$ cat config.mk
export PLATFORM = sky130hd
export DESIGN_NAME = cpu_execute_unit_8bit
export DESIGN_NICKNAME = d
export VERILOG_FILES = /design/src/hw/rtl/exu_pkg.sv /design/src/hw/rtl/exu_front.sv /design/src/hw/rtl/exu_queue.sv /design/src/hw/rtl/exu_back.sv /design/src/hw/rtl/cpu_execute_unit_8bit.sv
export SDC_FILE = /design/constraint.sdc
export NUM_CORES = 1
export LEC_CHECK = 0
export ABC_AREA = 1
export BUFFER_PORTS_ARGS = -buffer_cell sky130_fd_sc_hd__buf_4
export CAP_MARGIN = 20
export CORE_ASPECT_RATIO = 0.9
export CORE_MARGIN = 2
export CORE_UTILIZATION = 35
export DETAILED_ROUTE_END_ITERATION = 10
export HOLD_SLACK_MARGIN = 0.1
export MAX_ROUTING_LAYER = met4
export PLACE_DENSITY = 0.51
export SLEW_MARGIN = 30
export SYNTH_ARGS = -nofsm -noshare
export SYNTH_HDL_FRONTEND = slang
export SYNTH_SLANG_ARGS = --single-unit
$ cat constraint.sdc
create_clock -name clk -period 7.2 [get_ports clk]
set_input_delay 1.8 -clock clk [delete_from_list [all_inputs] [get_ports clk]]
set_output_delay 1.8 -clock clk [all_outputs]
set_load 0.01 [all_outputs]
$ cat src/hw/rtl/exu_pkg.sv
`timescale 1ns / 1ps
`default_nettype none
// ----------------------------------------------------------------------------
// exu_pkg
// types, codes and constants shared by the execute unit front, queue and back
// ----------------------------------------------------------------------------
package exu_pkg;

    localparam int QUEUE_DEPTH_DEF = 2;

    localparam logic [7:0] SP_RESET     = 8'hFD;
    localparam logic [7:0] STATUS_RESET = 8'h24;
    localparam logic [7:0] PUSH_P_MASK  = 8'h30;
    localparam logic [7:0] SIGN_MASK    = 8'h80;
    localparam logic [7:0] ALL_ONES     = 8'hFF;
    localparam logic [7:0] ONE          = 8'h01;

    // status bit positions, N V U B D I Z C
    localparam logic [2:0] FLAG_C = 3'd0;
    localparam logic [2:0] FLAG_Z = 3'd1;
    localparam logic [2:0] FLAG_I = 3'd2;
    localparam logic [2:0] FLAG_D = 3'd3;
    localparam logic [2:0] FLAG_B = 3'd4;
    localparam logic [2:0] FLAG_U = 3'd5;
    localparam logic [2:0] FLAG_V = 3'd6;
    localparam logic [2:0] FLAG_N = 3'd7;

    // register select codes
    localparam logic [1:0] REG_A  = 2'd0;
    localparam logic [1:0] REG_X  = 2'd1;
    localparam logic [1:0] REG_Y  = 2'd2;
    localparam logic [1:0] REG_SP = 2'd3;

    typedef enum logic [4:0] {
        FN_LOAD  = 5'd0,
        FN_STORE = 5'd1,
        FN_ADD   = 5'd2,
        FN_SUB   = 5'd3,
        FN_AND   = 5'd4,
        FN_OR    = 5'd5,
        FN_XOR   = 5'd6,
        FN_CMP   = 5'd7,
        FN_BIT   = 5'd8,
        FN_ASL   = 5'd9,
        FN_LSR   = 5'd10,
        FN_ROL   = 5'd11,
        FN_ROR   = 5'd12,
        FN_INC   = 5'd13,
        FN_DEC   = 5'd14,
        FN_XFER  = 5'd15,
        FN_FLAG  = 5'd16,
        FN_RLA   = 5'd17,
        FN_BRA   = 5'd18,
        FN_PUSHA = 5'd19,
        FN_PUSHP = 5'd20,
        FN_PULLA = 5'd21,
        FN_PULLP = 5'd22,
        FN_NOP   = 5'd23
    } func_t;

    typedef enum logic [4:0] {
        OP_NOP,
        OP_LOAD,
        OP_STORE,
        OP_ADC,
        OP_SBC,
        OP_AND,
        OP_ORA,
        OP_EOR,
        OP_CMP,
        OP_BIT,
        OP_SHIFT,
        OP_INCDEC,
        OP_XFER,
        OP_FLAG,
        OP_RLA,
        OP_BRANCH,
        OP_PUSH,
        OP_PULL
    } op_t;

    typedef enum logic [1:0] {
        SH_ASL = 2'd0,
        SH_LSR = 2'd1,
        SH_ROL = 2'd2,
        SH_ROR = 2'd3
    } shift_t;

    typedef struct packed {
        op_t         op;
        shift_t      shift;
        logic        alt;         // dec for inc/dec, status for push/pull
        logic [1:0]  reg_sel;
        logic [1:0]  src_sel;
        logic [7:0]  operand;
        logic        on_memory;
        logic [2:0]  flag_sel;
        logic        flag_value;
        logic        set_flags;
    } item_t;

    function automatic logic [7:0] reg_read(
        input logic [7:0] a,
        input logic [7:0] x,
        input logic [7:0] y,
        input logic [7:0] sp,
        input logic [1:0] sel
    );
        logic [7:0] r;
        case (sel)
            REG_A:   r = a;
            REG_X:   r = x;
            REG_Y:   r = y;
            default: r = sp;
        endcase
        return r;
    endfunction

endpackage
`default_nettype wire

$ cat src/hw/rtl/exu_front.sv
`timescale 1ns / 1ps
`default_nettype none
// ----------------------------------------------------------------------------
// exu_front
// accepts items and classifies the function code into an operation class
// ----------------------------------------------------------------------------
module exu_front (
    input  wire logic           in_valid,
    output logic                in_ready,
    input  wire logic [4:0]     func,
    input  wire logic [1:0]     reg_sel,
    input  wire logic [1:0]     src_sel,
    input  wire logic [7:0]     operand,
    input  wire logic           on_memory,
    input  wire logic [2:0]     flag_sel,
    input  wire logic           flag_value,
    input  wire logic           transfer_sets_flags,
    output logic                q_valid,
    input  wire logic           q_ready,
    output exu_pkg::item_t      q_item
);
    import exu_pkg::*;

    assign in_ready = q_ready;
    assign q_valid  = in_valid;

    always_comb
    begin
        q_item            = '0;
        q_item.op         = OP_NOP;
        q_item.shift      = SH_ASL;
        q_item.reg_sel    = reg_sel;
        q_item.src_sel    = src_sel;
        q_item.operand    = operand;
        q_item.on_memory  = on_memory;
        q_item.flag_sel   = flag_sel;
        q_item.flag_value = flag_value;
        q_item.set_flags  = transfer_sets_flags;
        case (func)
            FN_LOAD:  q_item.op = OP_LOAD;
            FN_STORE: q_item.op = OP_STORE;
            FN_ADD:   q_item.op = OP_ADC;
            FN_SUB:   q_item.op = OP_SBC;
            FN_AND:   q_item.op = OP_AND;
            FN_OR:    q_item.op = OP_ORA;
            FN_XOR:   q_item.op = OP_EOR;
            FN_CMP:   q_item.op = OP_CMP;
            FN_BIT:   q_item.op = OP_BIT;
            FN_ASL:
            begin
                q_item.op    = OP_SHIFT;
                q_item.shift = SH_ASL;
            end
            FN_LSR:
            begin
                q_item.op    = OP_SHIFT;
                q_item.shift = SH_LSR;
            end
            FN_ROL:
            begin
                q_item.op    = OP_SHIFT;
                q_item.shift = SH_ROL;
            end
            FN_ROR:
            begin
                q_item.op    = OP_SHIFT;
                q_item.shift = SH_ROR;
            end
            FN_INC:   q_item.op = OP_INCDEC;
            FN_DEC:
            begin
                q_item.op  = OP_INCDEC;
                q_item.alt = 1'b1;
            end
            FN_XFER:  q_item.op = OP_XFER;
            FN_FLAG:
            begin
                // b and u are fixed in the stored status
                if (flag_sel inside {FLAG_B, FLAG_U})
                    q_item.op = OP_NOP;
                else
                    q_item.op = OP_FLAG;
            end
            FN_RLA:   q_item.op = OP_RLA;
            FN_BRA:   q_item.op = OP_BRANCH;
            FN_PUSHA: q_item.op = OP_PUSH;
            FN_PUSHP:
            begin
                q_item.op  = OP_PUSH;
                q_item.alt = 1'b1;
            end
            FN_PULLA: q_item.op = OP_PULL;
            FN_PULLP:
            begin
                q_item.op  = OP_PULL;
                q_item.alt = 1'b1;
            end
            default:  q_item.op = OP_NOP;
        endcase
    end

endmodule
`default_nettype wire

$ cat src/hw/rtl/exu_queue.sv
`timescale 1ns / 1ps
`default_nettype none
// ----------------------------------------------------------------------------
// exu_queue
// short fifo of classified items between the front and the back
// ----------------------------------------------------------------------------
module exu_queue #(
    parameter int DEPTH = exu_pkg::QUEUE_DEPTH_DEF
) (
    input  wire logic           clk,
    input  wire logic           rst_n,
    input  wire logic           push_valid,
    output logic                push_ready,
    input  wire exu_pkg::item_t push_item,
    output logic                pop_valid,
    input  wire logic           pop_ready,
    output exu_pkg::item_t      pop_item
);
    import exu_pkg::*;

    localparam int PTR_W = (DEPTH > 1) ? $clog2(DEPTH) : 1;
    localparam int CNT_W = $clog2(DEPTH + 1);

    item_t              mem [DEPTH];
    logic [PTR_W-1:0]   wr_ptr_reg, wr_ptr_next;
    logic [PTR_W-1:0]   rd_ptr_reg, rd_ptr_next;
    logic [CNT_W-1:0]   count_reg, count_next;
    logic               push;
    logic               pop;

    assign push_ready = (count_reg != CNT_W'(DEPTH));
    assign pop_valid  = (count_reg != '0);
    assign push       = push_valid && push_ready;
    assign pop        = pop_valid && pop_ready;
    assign pop_item   = mem[rd_ptr_reg];

    always_comb
    begin
        wr_ptr_next = wr_ptr_reg;
        rd_ptr_next = rd_ptr_reg;
        count_next  = count_reg;
        if (push)
            wr_ptr_next = (wr_ptr_reg == PTR_W'(DEPTH - 1)) ? '0 : wr_ptr_reg + 1'b1;
        if (pop)
            rd_ptr_next = (rd_ptr_reg == PTR_W'(DEPTH - 1)) ? '0 : rd_ptr_reg + 1'b1;
        if (push && !pop)
            count_next = count_reg + 1'b1;
        else if (pop && !push)
            count_next = count_reg - 1'b1;
    end

    always_ff @(posedge clk or negedge rst_n)
    begin
        if (!rst_n)
        begin
            wr_ptr_reg <= '0;
            rd_ptr_reg <= '0;
            count_reg  <= '0;
        end
        else
        begin
            wr_ptr_reg <= wr_ptr_next;
            rd_ptr_reg <= rd_ptr_next;
            count_reg  <= count_next;
        end
    end

    always_ff @(posedge clk)
    begin
        if (push)
            mem[wr_ptr_reg] <= push_item;
    end

    a_count_bound: assert property (@(posedge clk) disable iff (!rst_n)
        count_reg <= CNT_W'(DEPTH))
        else $error("queue count beyond depth");

    a_push_grows: assert property (@(posedge clk) disable iff (!rst_n)
        (push && !pop) |=> count_reg == CNT_W'($past(count_reg) + 1'b1))
        else $error("queue count did not grow on push");

    a_push_visible: assert property (@(posedge clk) disable iff (!rst_n)
        (push && count_reg == '0) |=> pop_valid)
        else $error("item pushed into empty queue not visible");

endmodule
`default_nettype wire

$ cat src/hw/rtl/exu_back.sv
`timescale 1ns / 1ps
`default_nettype none
// ----------------------------------------------------------------------------
// exu_back
// register file, status byte, alu and registered result stage
// ----------------------------------------------------------------------------
module exu_back (
    input  wire logic           clk,
    input  wire logic           rst_n,
    input  wire logic           q_valid,
    output logic                q_ready,
    input  wire exu_pkg::item_t q_item,
    output logic                out_valid,
    input  wire logic           out_ready,
    output logic [7:0]          write_data,
    output logic                write_enable,
    output logic [8:0]          stack_address,
    output logic                branch_taken,
    output logic [7:0]          acc_out,
    output logic [7:0]          x_out,
    output logic [7:0]          y_out,
    output logic [7:0]          sp_out,
    output logic [7:0]          status_out
);
    import exu_pkg::*;

    logic [7:0] a_reg, a_next;
    logic [7:0] x_reg, x_next;
    logic [7:0] y_reg, y_next;
    logic [7:0] sp_reg, sp_next;
    logic [7:0] p_reg, p_next;
    logic       out_valid_reg, out_valid_next;
    logic [7:0] wd_reg, wd_next;
    logic       we_reg, we_next;
    logic [8:0] sa_reg, sa_next;
    logic       bt_reg, bt_next;
    logic       exec_fire;

    logic       reg_wr;
    logic [1:0] reg_wr_sel;
    logic [7:0] reg_wr_val;
    logic       nz_upd;
    logic [7:0] nz_val;
    logic [7:0] rsel_val;
    logic [7:0] src_val;
    logic [7:0] m_val;
    logic [8:0] sum9;
    logic [8:0] diff9;
    logic [7:0] sh_res;
    logic       sh_c;
    logic [7:0] step_val;
    logic [7:0] sp_inc;
    logic       cin;

    assign exec_fire = q_valid && (!out_valid_reg || out_ready);
    assign q_ready   = !out_valid_reg || out_ready;

    always_comb
    begin
        a_next     = a_reg;
        x_next     = x_reg;
        y_next     = y_reg;
        sp_next    = sp_reg;
        p_next     = p_reg;
        wd_next    = '0;
        we_next    = 1'b0;
        sa_next    = {1'b1, 8'h00};
        bt_next    = 1'b0;
        reg_wr     = 1'b0;
        reg_wr_sel = q_item.reg_sel;
        reg_wr_val = '0;
        nz_upd     = 1'b0;
        nz_val     = '0;
        cin        = p_reg[FLAG_C];
        rsel_val   = reg_read(a_reg, x_reg, y_reg, sp_reg, q_item.reg_sel);
        src_val    = q_item.on_memory ? q_item.operand : a_reg;
        m_val      = (q_item.op == OP_SBC) ? ~q_item.operand : q_item.operand;
        sum9       = {1'b0, a_reg} + {1'b0, m_val} + {8'b0, cin};
        diff9      = {1'b0, rsel_val} - {1'b0, q_item.operand};
        sp_inc     = sp_reg + ONE;
        step_val   = (q_item.on_memory ? q_item.operand : rsel_val);
        step_val   = q_item.alt ? step_val - ONE : step_val + ONE;

        case (q_item.shift)
            SH_ASL:
            begin
                sh_res = {src_val[6:0], 1'b0};
                sh_c   = src_val[7];
            end
            SH_LSR:
            begin
                sh_res = {1'b0, src_val[7:1]};
                sh_c   = src_val[0];
            end
            SH_ROL:
            begin
                sh_res = {src_val[6:0], cin};
                sh_c   = src_val[7];
            end
            default:
            begin
                sh_res = {cin, src_val[7:1]};
                sh_c   = src_val[0];
            end
        endcase

        case (q_item.op)
            OP_LOAD:
            begin
                reg_wr     = 1'b1;
                reg_wr_val = q_item.operand;
                nz_upd     = 1'b1;
                nz_val     = q_item.operand;
            end
            OP_STORE:
            begin
                wd_next = rsel_val;
                we_next = 1'b1;
            end
            OP_ADC, OP_SBC:
            begin
                p_next[FLAG_C] = sum9[8];
                p_next[FLAG_V] = (a_reg[7] ^ sum9[7]) & (m_val[7] ^ sum9[7]);
                reg_wr         = 1'b1;
                reg_wr_sel     = REG_A;
                reg_wr_val     = sum9[7:0];
                nz_upd         = 1'b1;
                nz_val         = sum9[7:0];
            end
            OP_AND, OP_ORA, OP_EOR:
            begin
                reg_wr     = 1'b1;
                reg_wr_sel = REG_A;
                if (q_item.op == OP_AND)
                    reg_wr_val = a_reg & q_item.operand;
                else if (q_item.op == OP_ORA)
                    reg_wr_val = a_reg | q_item.operand;
                else
                    reg_wr_val = a_reg ^ q_item.operand;
                nz_upd     = 1'b1;
                nz_val     = reg_wr_val;
            end
            OP_CMP:
            begin
                p_next[FLAG_C] = !diff9[8];
                nz_upd         = 1'b1;
                nz_val         = diff9[7:0];
            end
            OP_BIT:
            begin
                p_next[FLAG_Z] = ((a_reg & q_item.operand) == '0);
                p_next[FLAG_N] = q_item.operand[7];
                p_next[FLAG_V] = q_item.operand[6];
            end
            OP_SHIFT:
            begin
                p_next[FLAG_C] = sh_c;
                nz_upd         = 1'b1;
                nz_val         = sh_res;
                if (q_item.on_memory)
                begin
                    wd_next = sh_res;
                    we_next = 1'b1;
                end
                else
                begin
                    reg_wr     = 1'b1;
                    reg_wr_sel = REG_A;
                    reg_wr_val = sh_res;
                end
            end
            OP_INCDEC:
            begin
                nz_upd = 1'b1;
                nz_val = step_val;
                if (q_item.on_memory)
                begin
                    wd_next = step_val;
                    we_next = 1'b1;
                end
                else
                begin
                    reg_wr     = 1'b1;
                    reg_wr_val = step_val;
                end
            end
            OP_XFER:
            begin
                reg_wr     = 1'b1;
                reg_wr_val = reg_read(a_reg, x_reg, y_reg, sp_reg, q_item.src_sel);
                nz_upd     = q_item.set_flags;
                nz_val     = reg_wr_val;
            end
            OP_FLAG:
                p_next[q_item.flag_sel] = q_item.flag_value;
            OP_RLA:
            begin
                p_next[FLAG_C] = q_item.operand[7];
                wd_next        = {q_item.operand[6:0], cin};
                we_next        = 1'b1;
                reg_wr         = 1'b1;
                reg_wr_sel     = REG_A;
                reg_wr_val     = a_reg & {q_item.operand[6:0], cin};
                nz_upd         = 1'b1;
                nz_val         = reg_wr_val;
            end
            OP_BRANCH:
                bt_next = (p_reg[q_item.flag_sel] == q_item.flag_value);
            OP_PUSH:
            begin
                sa_next = {1'b1, sp_reg};
                wd_next = q_item.alt ? (p_reg | PUSH_P_MASK) : a_reg;
                we_next = 1'b1;
                sp_next = sp_reg - ONE;
            end
            OP_PULL:
            begin
                sp_next = sp_inc;
                sa_next = {1'b1, sp_inc};
                if (q_item.alt)
                begin
                    p_next         = q_item.operand;
                    p_next[FLAG_B] = 1'b0;
                    p_next[FLAG_U] = 1'b1;
                end
                else
                begin
                    reg_wr     = 1'b1;
                    reg_wr_sel = REG_A;
                    reg_wr_val = q_item.operand;
                    nz_upd     = 1'b1;
                    nz_val     = q_item.operand;
                end
            end
            default:
            begin
                p_next = p_reg;
            end
        endcase

        if (reg_wr)
        begin
            case (reg_wr_sel)
                REG_A:   a_next  = reg_wr_val;
                REG_X:   x_next  = reg_wr_val;
                REG_Y:   y_next  = reg_wr_val;
                default: sp_next = reg_wr_val;
            endcase
        end

        if (nz_upd)
        begin
            p_next[FLAG_Z] = (nz_val == '0);
            p_next[FLAG_N] = ((nz_val & SIGN_MASK) != '0);
        end
    end

    always_comb
    begin
        out_valid_next = out_valid_reg;
        if (exec_fire)
            out_valid_next = 1'b1;
        else if (out_ready)
            out_valid_next = 1'b0;
    end

    always_ff @(posedge clk or negedge rst_n)
    begin
        if (!rst_n)
        begin
            a_reg         <= '0;
            x_reg         <= '0;
            y_reg         <= '0;
            sp_reg        <= SP_RESET;
            p_reg         <= STATUS_RESET;
            out_valid_reg <= 1'b0;
        end
        else
        begin
            out_valid_reg <= out_valid_next;
            if (exec_fire)
            begin
                a_reg  <= a_next;
                x_reg  <= x_next;
                y_reg  <= y_next;
                sp_reg <= sp_next;
                p_reg  <= p_next;
            end
        end
    end

    always_ff @(posedge clk)
    begin
        if (exec_fire)
        begin
            wd_reg <= wd_next;
            we_reg <= we_next;
            sa_reg <= sa_next;
            bt_reg <= bt_next;
        end
    end

    // registers only move on execute, so they match the held result
    assign out_valid     = out_valid_reg;
    assign write_data    = wd_reg;
    assign write_enable  = we_reg;
    assign stack_address = sa_reg;
    assign branch_taken  = bt_reg;
    assign acc_out       = a_reg;
    assign x_out         = x_reg;
    assign y_out         = y_reg;
    assign sp_out        = sp_reg;
    assign status_out    = p_reg;

    a_status_fixed: assert property (@(posedge clk) disable iff (!rst_n)
        p_reg[FLAG_U] && !p_reg[FLAG_B])
        else $error("status u or b bit corrupted");

    a_push_sp: assert property (@(posedge clk) disable iff (!rst_n)
        (exec_fire && q_item.op == OP_PUSH) |=> sp_reg == 8'($past(sp_reg) - ONE))
        else $error("push did not decrement stack pointer");

    a_branch_nowrite: assert property (@(posedge clk) disable iff (!rst_n)
        (exec_fire && q_item.op == OP_BRANCH) |=> out_valid_reg && !we_reg)
        else $error("branch test produced a write");

endmodule
`default_nettype wire

$ cat src/hw/rtl/cpu_execute_unit_8bit.sv
`timescale 1ns / 1ps
`default_nettype none
// ----------------------------------------------------------------------------
// cpu_execute_unit_8bit
// execute stage of an 8-bit accumulator cpu: a, x, y, sp and status byte
// ----------------------------------------------------------------------------
// One item is taken per clock cycle with no bubbles while the queue has room. An
// accepted item is classified and written into a short queue; the back end
// executes the head of the queue against the register file and status byte and
// registers the result, so out_valid rises once the item has passed the queue
// and the result registers. Each item needs the registers left by the one before
// it. The queue absorbs output stalls, so in_ready stays high until it is full.
// acc_out, x_out, y_out, sp_out and status_out show the registers after the item
// now on the output.
// ----------------------------------------------------------------------------
module cpu_execute_unit_8bit #(
    parameter int QUEUE_DEPTH = exu_pkg::QUEUE_DEPTH_DEF
) (
    input  wire logic       clk,
    input  wire logic       rst_n,
    input  wire logic       in_valid,
    output logic            in_ready,
    input  wire logic [4:0] func,
    input  wire logic [1:0] reg_sel,
    input  wire logic [1:0] src_sel,
    input  wire logic [7:0] operand,
    input  wire logic       on_memory,
    input  wire logic [2:0] flag_sel,
    input  wire logic       flag_value,
    input  wire logic       transfer_sets_flags,
    output logic            out_valid,
    input  wire logic       out_ready,
    output logic [7:0]      write_data,
    output logic            write_enable,
    output logic [8:0]      stack_address,
    output logic            branch_taken,
    output logic [7:0]      acc_out,
    output logic [7:0]      x_out,
    output logic [7:0]      y_out,
    output logic [7:0]      sp_out,
    output logic [7:0]      status_out
);
    import exu_pkg::*;

    item_t front_item;
    item_t head_item;
    logic  front_valid;
    logic  front_ready;
    logic  head_valid;
    logic  head_ready;

    exu_front u_front (
        .in_valid            (in_valid),
        .in_ready            (in_ready),
        .func                (func),
        .reg_sel             (reg_sel),
        .src_sel             (src_sel),
        .operand             (operand),
        .on_memory           (on_memory),
        .flag_sel            (flag_sel),
        .flag_value          (flag_value),
        .transfer_sets_flags (transfer_sets_flags),
        .q_valid             (front_valid),
        .q_ready             (front_ready),
        .q_item              (front_item)
    );

    exu_queue #(
        .DEPTH (QUEUE_DEPTH)
    ) u_queue (
        .clk        (clk),
        .rst_n      (rst_n),
        .push_valid (front_valid),
        .push_ready (front_ready),
        .push_item  (front_item),
        .pop_valid  (head_valid),
        .pop_ready  (head_ready),
        .pop_item   (head_item)
    );

    exu_back u_back (
        .clk           (clk),
        .rst_n         (rst_n),
        .q_valid       (head_valid),
        .q_ready       (head_ready),
        .q_item        (head_item),
        .out_valid     (out_valid),
        .out_ready     (out_ready),
        .write_data    (write_data),
        .write_enable  (write_enable),
        .stack_address (stack_address),
        .branch_taken  (branch_taken),
        .acc_out       (acc_out),
        .x_out         (x_out),
        .y_out         (y_out),
        .sp_out        (sp_out),
        .status_out    (status_out)
    );

endmodule
`default_nettype wire

==> summary.md, run 1 <==
| Metric | Value |
|---|---|
| Starting density of the core | around 36% |
| R2R Path Start | u_queue.rd_ptr_reg |
| Source of the worst hold timing path | u_queue.count_reg[0] |
| Combined buffer and inverter count along the critical path | 3 |
| GP Congestion | 1.01 |
| Number of H-tree levels | 4 |
| # diodes | 0 |
| Total power density per cell area | between 500 and 600 nW/µm² |
| Achievable Freq | around 210 MHz |
| Share of Yosys cell area claimed by the top area cell type | a little under a quarter |
| Final setup TNS | 0 ns |
| HPWL reported at the end of detailed placement | 29100 µm |
| Power consumption | around 0.0056 W |
| Setup slack of the most critical reg-to-reg path | approximately 2.5 ns |
| DRC violation count after routing | 0 |
| Smallest hold slack | approximately 0.48 ns |
| Core region area | roughly 26000 µm² |
| Dpl cell area | 10200 µm² |
| Post-Syn Nets | 1357 |
| Transition at the pin with the smallest max-transition slack | 0.978 ns |
| Number of flops mapped to enable cells by yosys | 70 |
| Most area-consuming cells after synthesis | sky130_fd_sc_hd__edfxtp_1 (23%), sky130_fd_sc_hd__nand2_1 (14%), sky130_fd_sc_hd__dfrtp_1 (9.7%) |
| Worst skew pair latency | approximately 0.43 ns |
| Final Setup Violations | 0 |
| Clock root buffer | sky130_fd_sc_hd__clkbuf_16 |
| CP required | between 7 and 8 ns |
| Boundary pin count | 88 |
| Warnings from Yosys | 0 |
| Register containing the most flip-flops in the final layout | u_queue.mem |
| All-Layer GR Usage | around 28% |
| Worst vdd rail ir drop | 0.189 mV |
| Final Skew | about 0.010 ns |
| Maximum number of pins on one net before global-route repair | 46 |
| Source of the critical timing path | u_queue.rd_ptr_reg |
| LEAKAGE | 5.14 nW |
| Sink count of the clock tree | ~120 |
| Grt total ovfl | 0 |
| Final number of hold-violating endpoints | 0 |
| Die Span X | ~180 µm |
| Crit path top cell by count | sky130_fd_sc_hd__nand2_1 |
| Top fanout value on the critical path | 41 |
| Number of nets in the final layout | approximately 1400 |
| Number of global-route vias before repair | 8769 |
| Number of DRC markers after the initial detailed-route iteration | 960 |
| Total Die Area | 27900 µm² |
| Mapped Area | about 9300 µm² |
| Cell class contributing the biggest share of worst-path delay | simple AND/OR/NAND/NOR gates |
| Final number of max-transition violations | 0 |
| TritonCTS clock tree | done |
| Path type of the worst min-delay path | reg2reg |
| Share of the yosys chip area belonging to registers | approximately a third |
| Number of distinct library cell variants in the gate-level netlist after synthesis | 63 |
| Final worst path period need | roughly 4.7 ns |
| Number of CTS-inserted buffers | 17 |
| Cell taking the most area after synthesis | sky130_fd_sc_hd__edfxtp_1 |
| Maximum single-stage delay on the critical path | between 0.7 and 0.8 ns |
| Clock transition at the registers of the reported paths | roughly 0.060 ns |
| Average vias per placed instance | 5.45 |
| Die height | around 160 µm |
| Crit-path slowest cell | sky130_fd_sc_hd__dfrtp_4 |
| Post CTS Setup Buffer Count | 0 |
| Number of core rows | 56 |
| Resized Gates After CTS | 0 |
| Tightest slew margin relative to the limit | 34.7% |
| Critical Path Start Type | flip-flop |
| Total wire length after detailed routing | between 30000 and 40000 µm |
| Number of I/O port buffers | 86 |
| Unrepaired setup endpoints after global routing | false |
| Wire length of the first global-routing pass | between 50000 and 60000 µm |
| Flip-flop count of the largest register, all copies and words added | between 50 and 60 |
| Via count | roughly 9400 |
| Result of the run | finished clean |
| Maximum clock insertion buffer count | 2 |
| Detailed-router iteration count before antenna repair | 6 |
| Layout cell share with drive strength beyond 1 | roughly 17% |
| Share of the clock period used by the worst path after layout | between 60% and 70% |
| Number of cells produced by synthesis | 1290 |
| CP Class | reg2reg |
| Antenna violations before repair | 0 |
| Avg Synthesized Cell Area | slightly above 7 µm² |
| Number of buffers inserted by hold repair at cts | 0 |
| Arr. time, crit path | approximately 5.1 ns |
| Mean routed wirelength per cell | between 20 and 25 µm |
| Prevailing post-synth register cell | sky130_fd_sc_hd__edfxtp_1 |
| Share of async-settable or async-resettable flops after synthesis | approximately 40% |
| MaxCap Viol Count | 0 |
| Register bit total from synthesis | between 100 and 150 |
| Post-route ant nets | 0 |
| Area Growth Syn to Fin | 16.0% |
| Type of destination of the critical path | flip-flop |
| Post-route cell area | 10800 µm² |
==> synthesized netlist by cell type, types with 3 or more instances <==
master	instances
sky130_fd_sc_hd__a211oi_1	5
sky130_fd_sc_hd__a21boi_0	4
sky130_fd_sc_hd__a21oi_1	46
sky130_fd_sc_hd__a22oi_1	3
sky130_fd_sc_hd__a32oi_1	4
sky130_fd_sc_hd__buf_2	10
sky130_fd_sc_hd__buf_4	6
sky130_fd_sc_hd__buf_6	5
sky130_fd_sc_hd__clkbuf_1	6
sky130_fd_sc_hd__dfrtp_1	36
sky130_fd_sc_hd__dfstp_2	9
sky130_fd_sc_hd__edfxtp_1	70
sky130_fd_sc_hd__fa_1	3
sky130_fd_sc_hd__ha_1	37
sky130_fd_sc_hd__inv_1	143
sky130_fd_sc_hd__inv_2	18
sky130_fd_sc_hd__nand2_1	344
sky130_fd_sc_hd__nand2_2	27
sky130_fd_sc_hd__nand2_4	7
sky130_fd_sc_hd__nand3_1	121
sky130_fd_sc_hd__nand3_2	5
sky130_fd_sc_hd__nand3b_1	4
sky130_fd_sc_hd__nand4_1	14
sky130_fd_sc_hd__nor2_1	132
sky130_fd_sc_hd__nor2_2	6
sky130_fd_sc_hd__nor2_4	7
sky130_fd_sc_hd__nor3_1	14
sky130_fd_sc_hd__nor4_1	4
sky130_fd_sc_hd__o2111ai_1	12
sky130_fd_sc_hd__o211ai_1	11
sky130_fd_sc_hd__o21a_1	4
sky130_fd_sc_hd__o21ai_0	79
sky130_fd_sc_hd__o21ai_1	25
sky130_fd_sc_hd__o21ai_2	4
sky130_fd_sc_hd__o21ai_4	5
sky130_fd_sc_hd__o221ai_1	3
sky130_fd_sc_hd__o22ai_1	4
sky130_fd_sc_hd__or2_2	5
sky130_fd_sc_hd__xnor2_1	5
sky130_fd_sc_hd__xor2_1	14
==> cells in the final DEF, fill, tap and decap left out, drive strengths merged, types with 11 or more instances in the layout <==
cell type | synthesis | layout
edfxtp | 70 | 70
nand4 | 16 | 16
clkbuf | 6 | 17
a21oi | 47 | 47
nor2 | 146 | 146
ha | 37 | 37
xor2 | 14 | 14
o211ai | 11 | 11
nand2 | 378 | 378
o2111ai | 12 | 12
inv | 161 | 165
nor3 | 15 | 15
buf | 23 | 91
nand3 | 127 | 127
dfrtp | 36 | 36
o21ai | 113 | 113
==> logic make-up after synthesis <==
logic type	Yosys count	synth area share [%]
and+or+nand+nor	698	33.8
buffers and inverters	191	8.78
other	1	0.0403
adders and majority gates	40	5.62
DFF	115	34.8
xor gates and xnor gates	19	1.79
AOI/OAI and AO/OA	226	15.1
==> worst reg2reg max path, stage by stage (launching register included) <==
cell and delay [ns]:
sky130_fd_sc_hd__dfrtp_4 0.79, sky130_fd_sc_hd__inv_2 0.36, sky130_fd_sc_hd__nand2_1 0.21, sky130_fd_sc_hd__nand2_4 0.14, sky130_fd_sc_hd__inv_2 0.10, sky130_fd_sc_hd__nand2_1 0.17, sky130_fd_sc_hd__nor2_4 0.42, sky130_fd_sc_hd__xor2_1 0.23
sky130_fd_sc_hd__fa_1 0.20, sky130_fd_sc_hd__inv_1 0.07, sky130_fd_sc_hd__fa_1 0.43, sky130_fd_sc_hd__nand3_1 0.09, sky130_fd_sc_hd__nand3_1 0.08, sky130_fd_sc_hd__xnor2_1 0.15, sky130_fd_sc_hd__nor2_1 0.07, sky130_fd_sc_hd__a21oi_1 0.32
sky130_fd_sc_hd__nand2_1 0.09, sky130_fd_sc_hd__nor2_1 0.10, sky130_fd_sc_hd__nand2_1 0.05, sky130_fd_sc_hd__nor2_1 0.09, sky130_fd_sc_hd__nand3_1 0.09, sky130_fd_sc_hd__nor2_1 0.12, sky130_fd_sc_hd__nand3_1 0.12, sky130_fd_sc_hd__nand2_1 0.08
sky130_fd_sc_hd__nand2_1 0.05, sky130_fd_sc_hd__nand2_1 0.05
==> path summary, 6_finish.rpt <==
check,endpoint,depth (start not counted)
worst max-delay path,u_back.status_out[1],25
worst min-delay path,u_queue.count_reg[0],1
worst max register to register,u_back.status_out[1],25
worst min register to register,u_queue.count_reg[0],1
max in group asynchronous,u_queue.rd_ptr_reg,1
min in group asynchronous,u_back.y_out[7],1
==> routing by layer <==
layer / GRT usage (%) / wire [µm] / up-vias
met3: 4.78 / 2750 / 62
met4: 9.52 / 1070 / 0
met5: - / 0 / -
met1: 37.1 / 16800 / 4445
li1: - / - / 4486
met2: 43.4 / 16700 / 447
==> where the power goes <==
group / internal, W / total [W] / switching [W]
combinational: 0.00110 / 0.00356 / 0.00246
clock: 0.000477 / 0.000824 / 0.000348
sequential: 0.000963 / 0.00124 / 0.000275
==> stage by stage <==
step	utilization [%]	cells	worst slack, ns
after floorplan	-	1290	3.77
after global placement	39.2	1700	2.40
after detailed placement	39.2	1700	2.23
after CTS	41.3	1732	2.20
after global routing	41.3	1732	1.94
final	41.3	1732	2.46
==> cell type report <==
cell class	instances	area (µm²)
clock buffer	17	425
sequential	115	3240
fill	2769	15300
timing repair buffer	91	683
multi-input combinational	984	5270
inverter	162	608
tap	348	435
clock inverter	15	134
Power figures use the tool's default switching activity.
==> run 2: changes to the inputs <==
Clock period 7.2 ns to 4.45 ns, I/O delays scaled along.
==> run 2 against run 1 <==
Against the previous run:
- clock power up 81%
- flip-flop and latch count unchanged
- global-route usage down 1.3 points
- die area unchanged
- sequential share of layout area down 0.58 points
- worst hold slack worse by 0.0025 ns
- final area up 1.9%
- fmax up 17%
- critical path type unchanged
- largest cell class unchanged
==> summary.md, run 2 (same netlist as run 1, synthesis figures left out) <==
| Metric | Value |
|---|---|
| Starting density of the core | 35.6% |
| R2R Path Start | u_queue.rd_ptr_reg |
| Achievable Freq | between 200 and 250 MHz |
| Number of cell instances on the worst register-to-register path | 19 |
| RR Endpoint | u_back.sp_out[6] |
| Clock transition at the registers of the reported paths | roughly 0.060 ns |
| Result of the run | finished clean |
| Top fanout value on the critical path | 23 |
| Final number of max-transition violations | 0 |
| Internal power summed over all cells | 0.00436 W |
| Number of DRC markers after the initial detailed-route iteration | 883 |
| Maximum single-stage delay on the critical path | ~0.47 ns |
| Number of I/O port buffers | 86 |
| Area of the multi-input gates | around 5300 µm² |
| Smallest hold slack | 0.475 ns |
| Post-route cell area | 11000 µm² |
| Cell class contributing the biggest share of worst-path delay | simple AND/OR/NAND/NOR gates |
| Proportion of power drawn by combinational gates | 63.8% |
| Final core area utilization | 42.1% |
| Dpl cell area | 10400 µm² |
| Clock power share | 16.2% |
| Total Die Area | ~28000 µm² |
| MaxCap Viol Count | 0 |
| CP required | approximately 4.8 ns |
| # diodes | 0 |
| HPWL reported at the end of detailed placement | between 20000 and 30000 µm |
| Type of destination of the critical path | flip-flop |
| Worst setup path endpoint | u_back.sp_out[6] |
| Mean routed wirelength per cell | 20.3 µm |
| Seq. cell area | between 3000 and 4000 µm² |
| Leading cell types in the layout, fill and taps excluded | sky130_fd_sc_hd__nand2_1 (344), sky130_fd_sc_hd__inv_1 (143), sky130_fd_sc_hd__nor2_1 (130), sky130_fd_sc_hd__nand3_1 (121), sky130_fd_sc_hd__buf_4 (109) |
| Register containing the most flip-flops in the final layout | u_queue.mem |
| Wire length of the first global-routing pass | 53800 µm |
| Die Span X | 176 µm |
| Tightest slew margin relative to the limit | roughly two fifths |
| Final number of hold-violating endpoints | 0 |
| Crit path top cell by count | sky130_fd_sc_hd__nand2_1 |
| Maximum clock insertion buffer count | 2 |
| Cell-by-cell trace of the critical path | inv_2 -> nand2_1 -> nand2_2 -> nand2_1 -> nor2_4 -> xor2_1 -> fa_1 -> inv_1 -> fa_1 -> nand4_1 -> nand3_1 -> nand2_1 -> nand2_1 -> a21oi_1 -> nand2_1 -> nor3_1 -> nand2_1 -> o21ai_0 -> o21ai_0 |
| Leading cell type in the layout, fill and taps excluded | sky130_fd_sc_hd__nand2_1 |
| Average vias per placed instance | about 5.3 |
| Source of the critical timing path | u_queue.rd_ptr_reg |
| Share of the clock period used by the worst path after layout | just over 90% |
| Arr. time, crit path | between 4 and 5 ns |
| DRC violation count after routing | 0 |
| Worst vdd rail ir drop | 0.246 mV |
| Number of H-tree levels | 4 |
| Number of buffers inserted by hold repair at cts | 0 |
| Area Growth Syn to Fin | 18.2% |
| Post-route ant nets | 0 |
| Power consumption | 0.00924 W |
| Combined buffer and inverter count along the critical path | 2 |
| Sink count of the clock tree | between 100 and 150 |
| Final Skew | between 0.01 and 0.015 ns |
| Total power density per cell area | 840 nW/µm² |
| Path type of the worst min-delay path | reg2reg |
| Total wire length after detailed routing | 35600 µm |
| TritonCTS clock tree | done |
| Final Setup Violations | 0 |
| Grt total ovfl | 0 |
| Die height | 159 µm |
| Core region area | around 26000 µm² |
| Met2 Wirelength | 16000 µm |
| Setup slack of the most critical reg-to-reg path | 0.39 ns |
| CP Class | reg2reg |
| Maximum number of pins on one net before global-route repair | 46 |
| Boundary pin count | 88 |
| Number of CTS-inserted buffers | 17 |
| Crit-path slowest cell | sky130_fd_sc_hd__dfrtp_2 |
| GP Congestion | between 1 and 1.5 |
| Final worst path period need | between 4 and 5 ns |
| Final setup TNS | 0 ns |
| Layout cell share with drive strength beyond 1 | about 18% |
| Number of nets in the final layout | 1456 |
| Fill cells | about 2800 |
| Antenna violations before repair | 0 |
| Unrepaired setup endpoints after global routing | false |
| Flip-flop count of the largest register, all copies and words added | between 50 and 60 |
| Sequential group share of total power | between 20 and 25% |
| Net Sw Frac | 52.8% |
| Via count | 9289 |
| All-Layer GR Usage | a little over a quarter |
| Worst skew pair latency | 0.43 ns |
| Number of core rows | 56 |
| Instance count on the critical path | 19 |
| LEAKAGE | 5.27 nW |
| Post-route met1 wirelength | 16800 µm |
| Transition at the pin with the smallest max-transition slack | around 0.89 ns |
| Clock root buffer | sky130_fd_sc_hd__clkbuf_16 |
| Detailed-router iteration count before antenna repair | 5 |
| Post CTS Setup Buffer Count | 0 |
| Net switching component of the power | between 0.004 and 0.005 W |
| Met3 Routed Length | between 2000 and 2500 µm |
| Resized Gates After CTS | 0 |
| Critical Path Start Type | flip-flop |
| Number of global-route vias before repair | between 8000 and 9000 |
| Uppermost routed layer | met4 |
## run 2: cell count changes in the layout (fill, tap and decap cells not counted), sizes merged
cell,previous run,this run
clkinvlp,3,1
buf,91,109
bufinv,1,4
inv,165,163
clkinv,8,9
## run 2: worst min-delay path by stage
stage                    startpoint                    to  depth (start not counted)
2_1_floorplan  u_queue.count_reg[0]  u_queue.count_reg[0]                          1
3_3_place_gp   u_queue.count_reg[0]  u_queue.count_reg[0]                          1
3_5_place_dp   u_queue.count_reg[0]  u_queue.count_reg[0]                          1
4_1_cts        u_queue.count_reg[0]  u_queue.count_reg[0]                          1
5_1_grt        u_queue.count_reg[0]  u_queue.count_reg[0]                          1
6_report       u_queue.count_reg[0]  u_queue.count_reg[0]                          1
## run 2: final cells by class
| type | count | share of cell area (%) |
|---|---|---|
| Timing Repair Buffer | 109 | 7.44 |
| Clock buffer | 17 | 3.87 |
| Clock inverter | 15 | 1.88 |
| Inverter | 162 | 5.53 |
| Sequential cell | 115 | 29.5 |
| Multi-Input combinational cell | 984 | 47.9 |
| Tap cell | 348 | 3.96 |
## run 2: layer usage
layer / up-vias / GRT usage [%]
met4: 0 / 7.24
li1: 4524 / -
met2: 365 / 42.0
met3: 44 / 2.60
met1: 4356 / 36.7
met5: - / -
## run 2: stage by stage
step | setup WS [ns] | cells
floorplan | 1.25 | 1290
global placement | 0.498 | 1718
detailed placement | 0.510 | 1718
CTS | 0.492 | 1750
global route | 0.000781 | 1750
finish | 0.390 | 1750
## run 2: power by group through the flow
stage	combinational, W	clock, W	sequential (W)
finish	0.00589	0.00149	0.00185
global route	0.00651	0.00156	0.00189
CTS	0.00583	0.00152	0.00185
detailed placement	0.00579	0	0.00186
global placement	0.00582	0	0.00187
floorplan	0.00386	0	0.00188
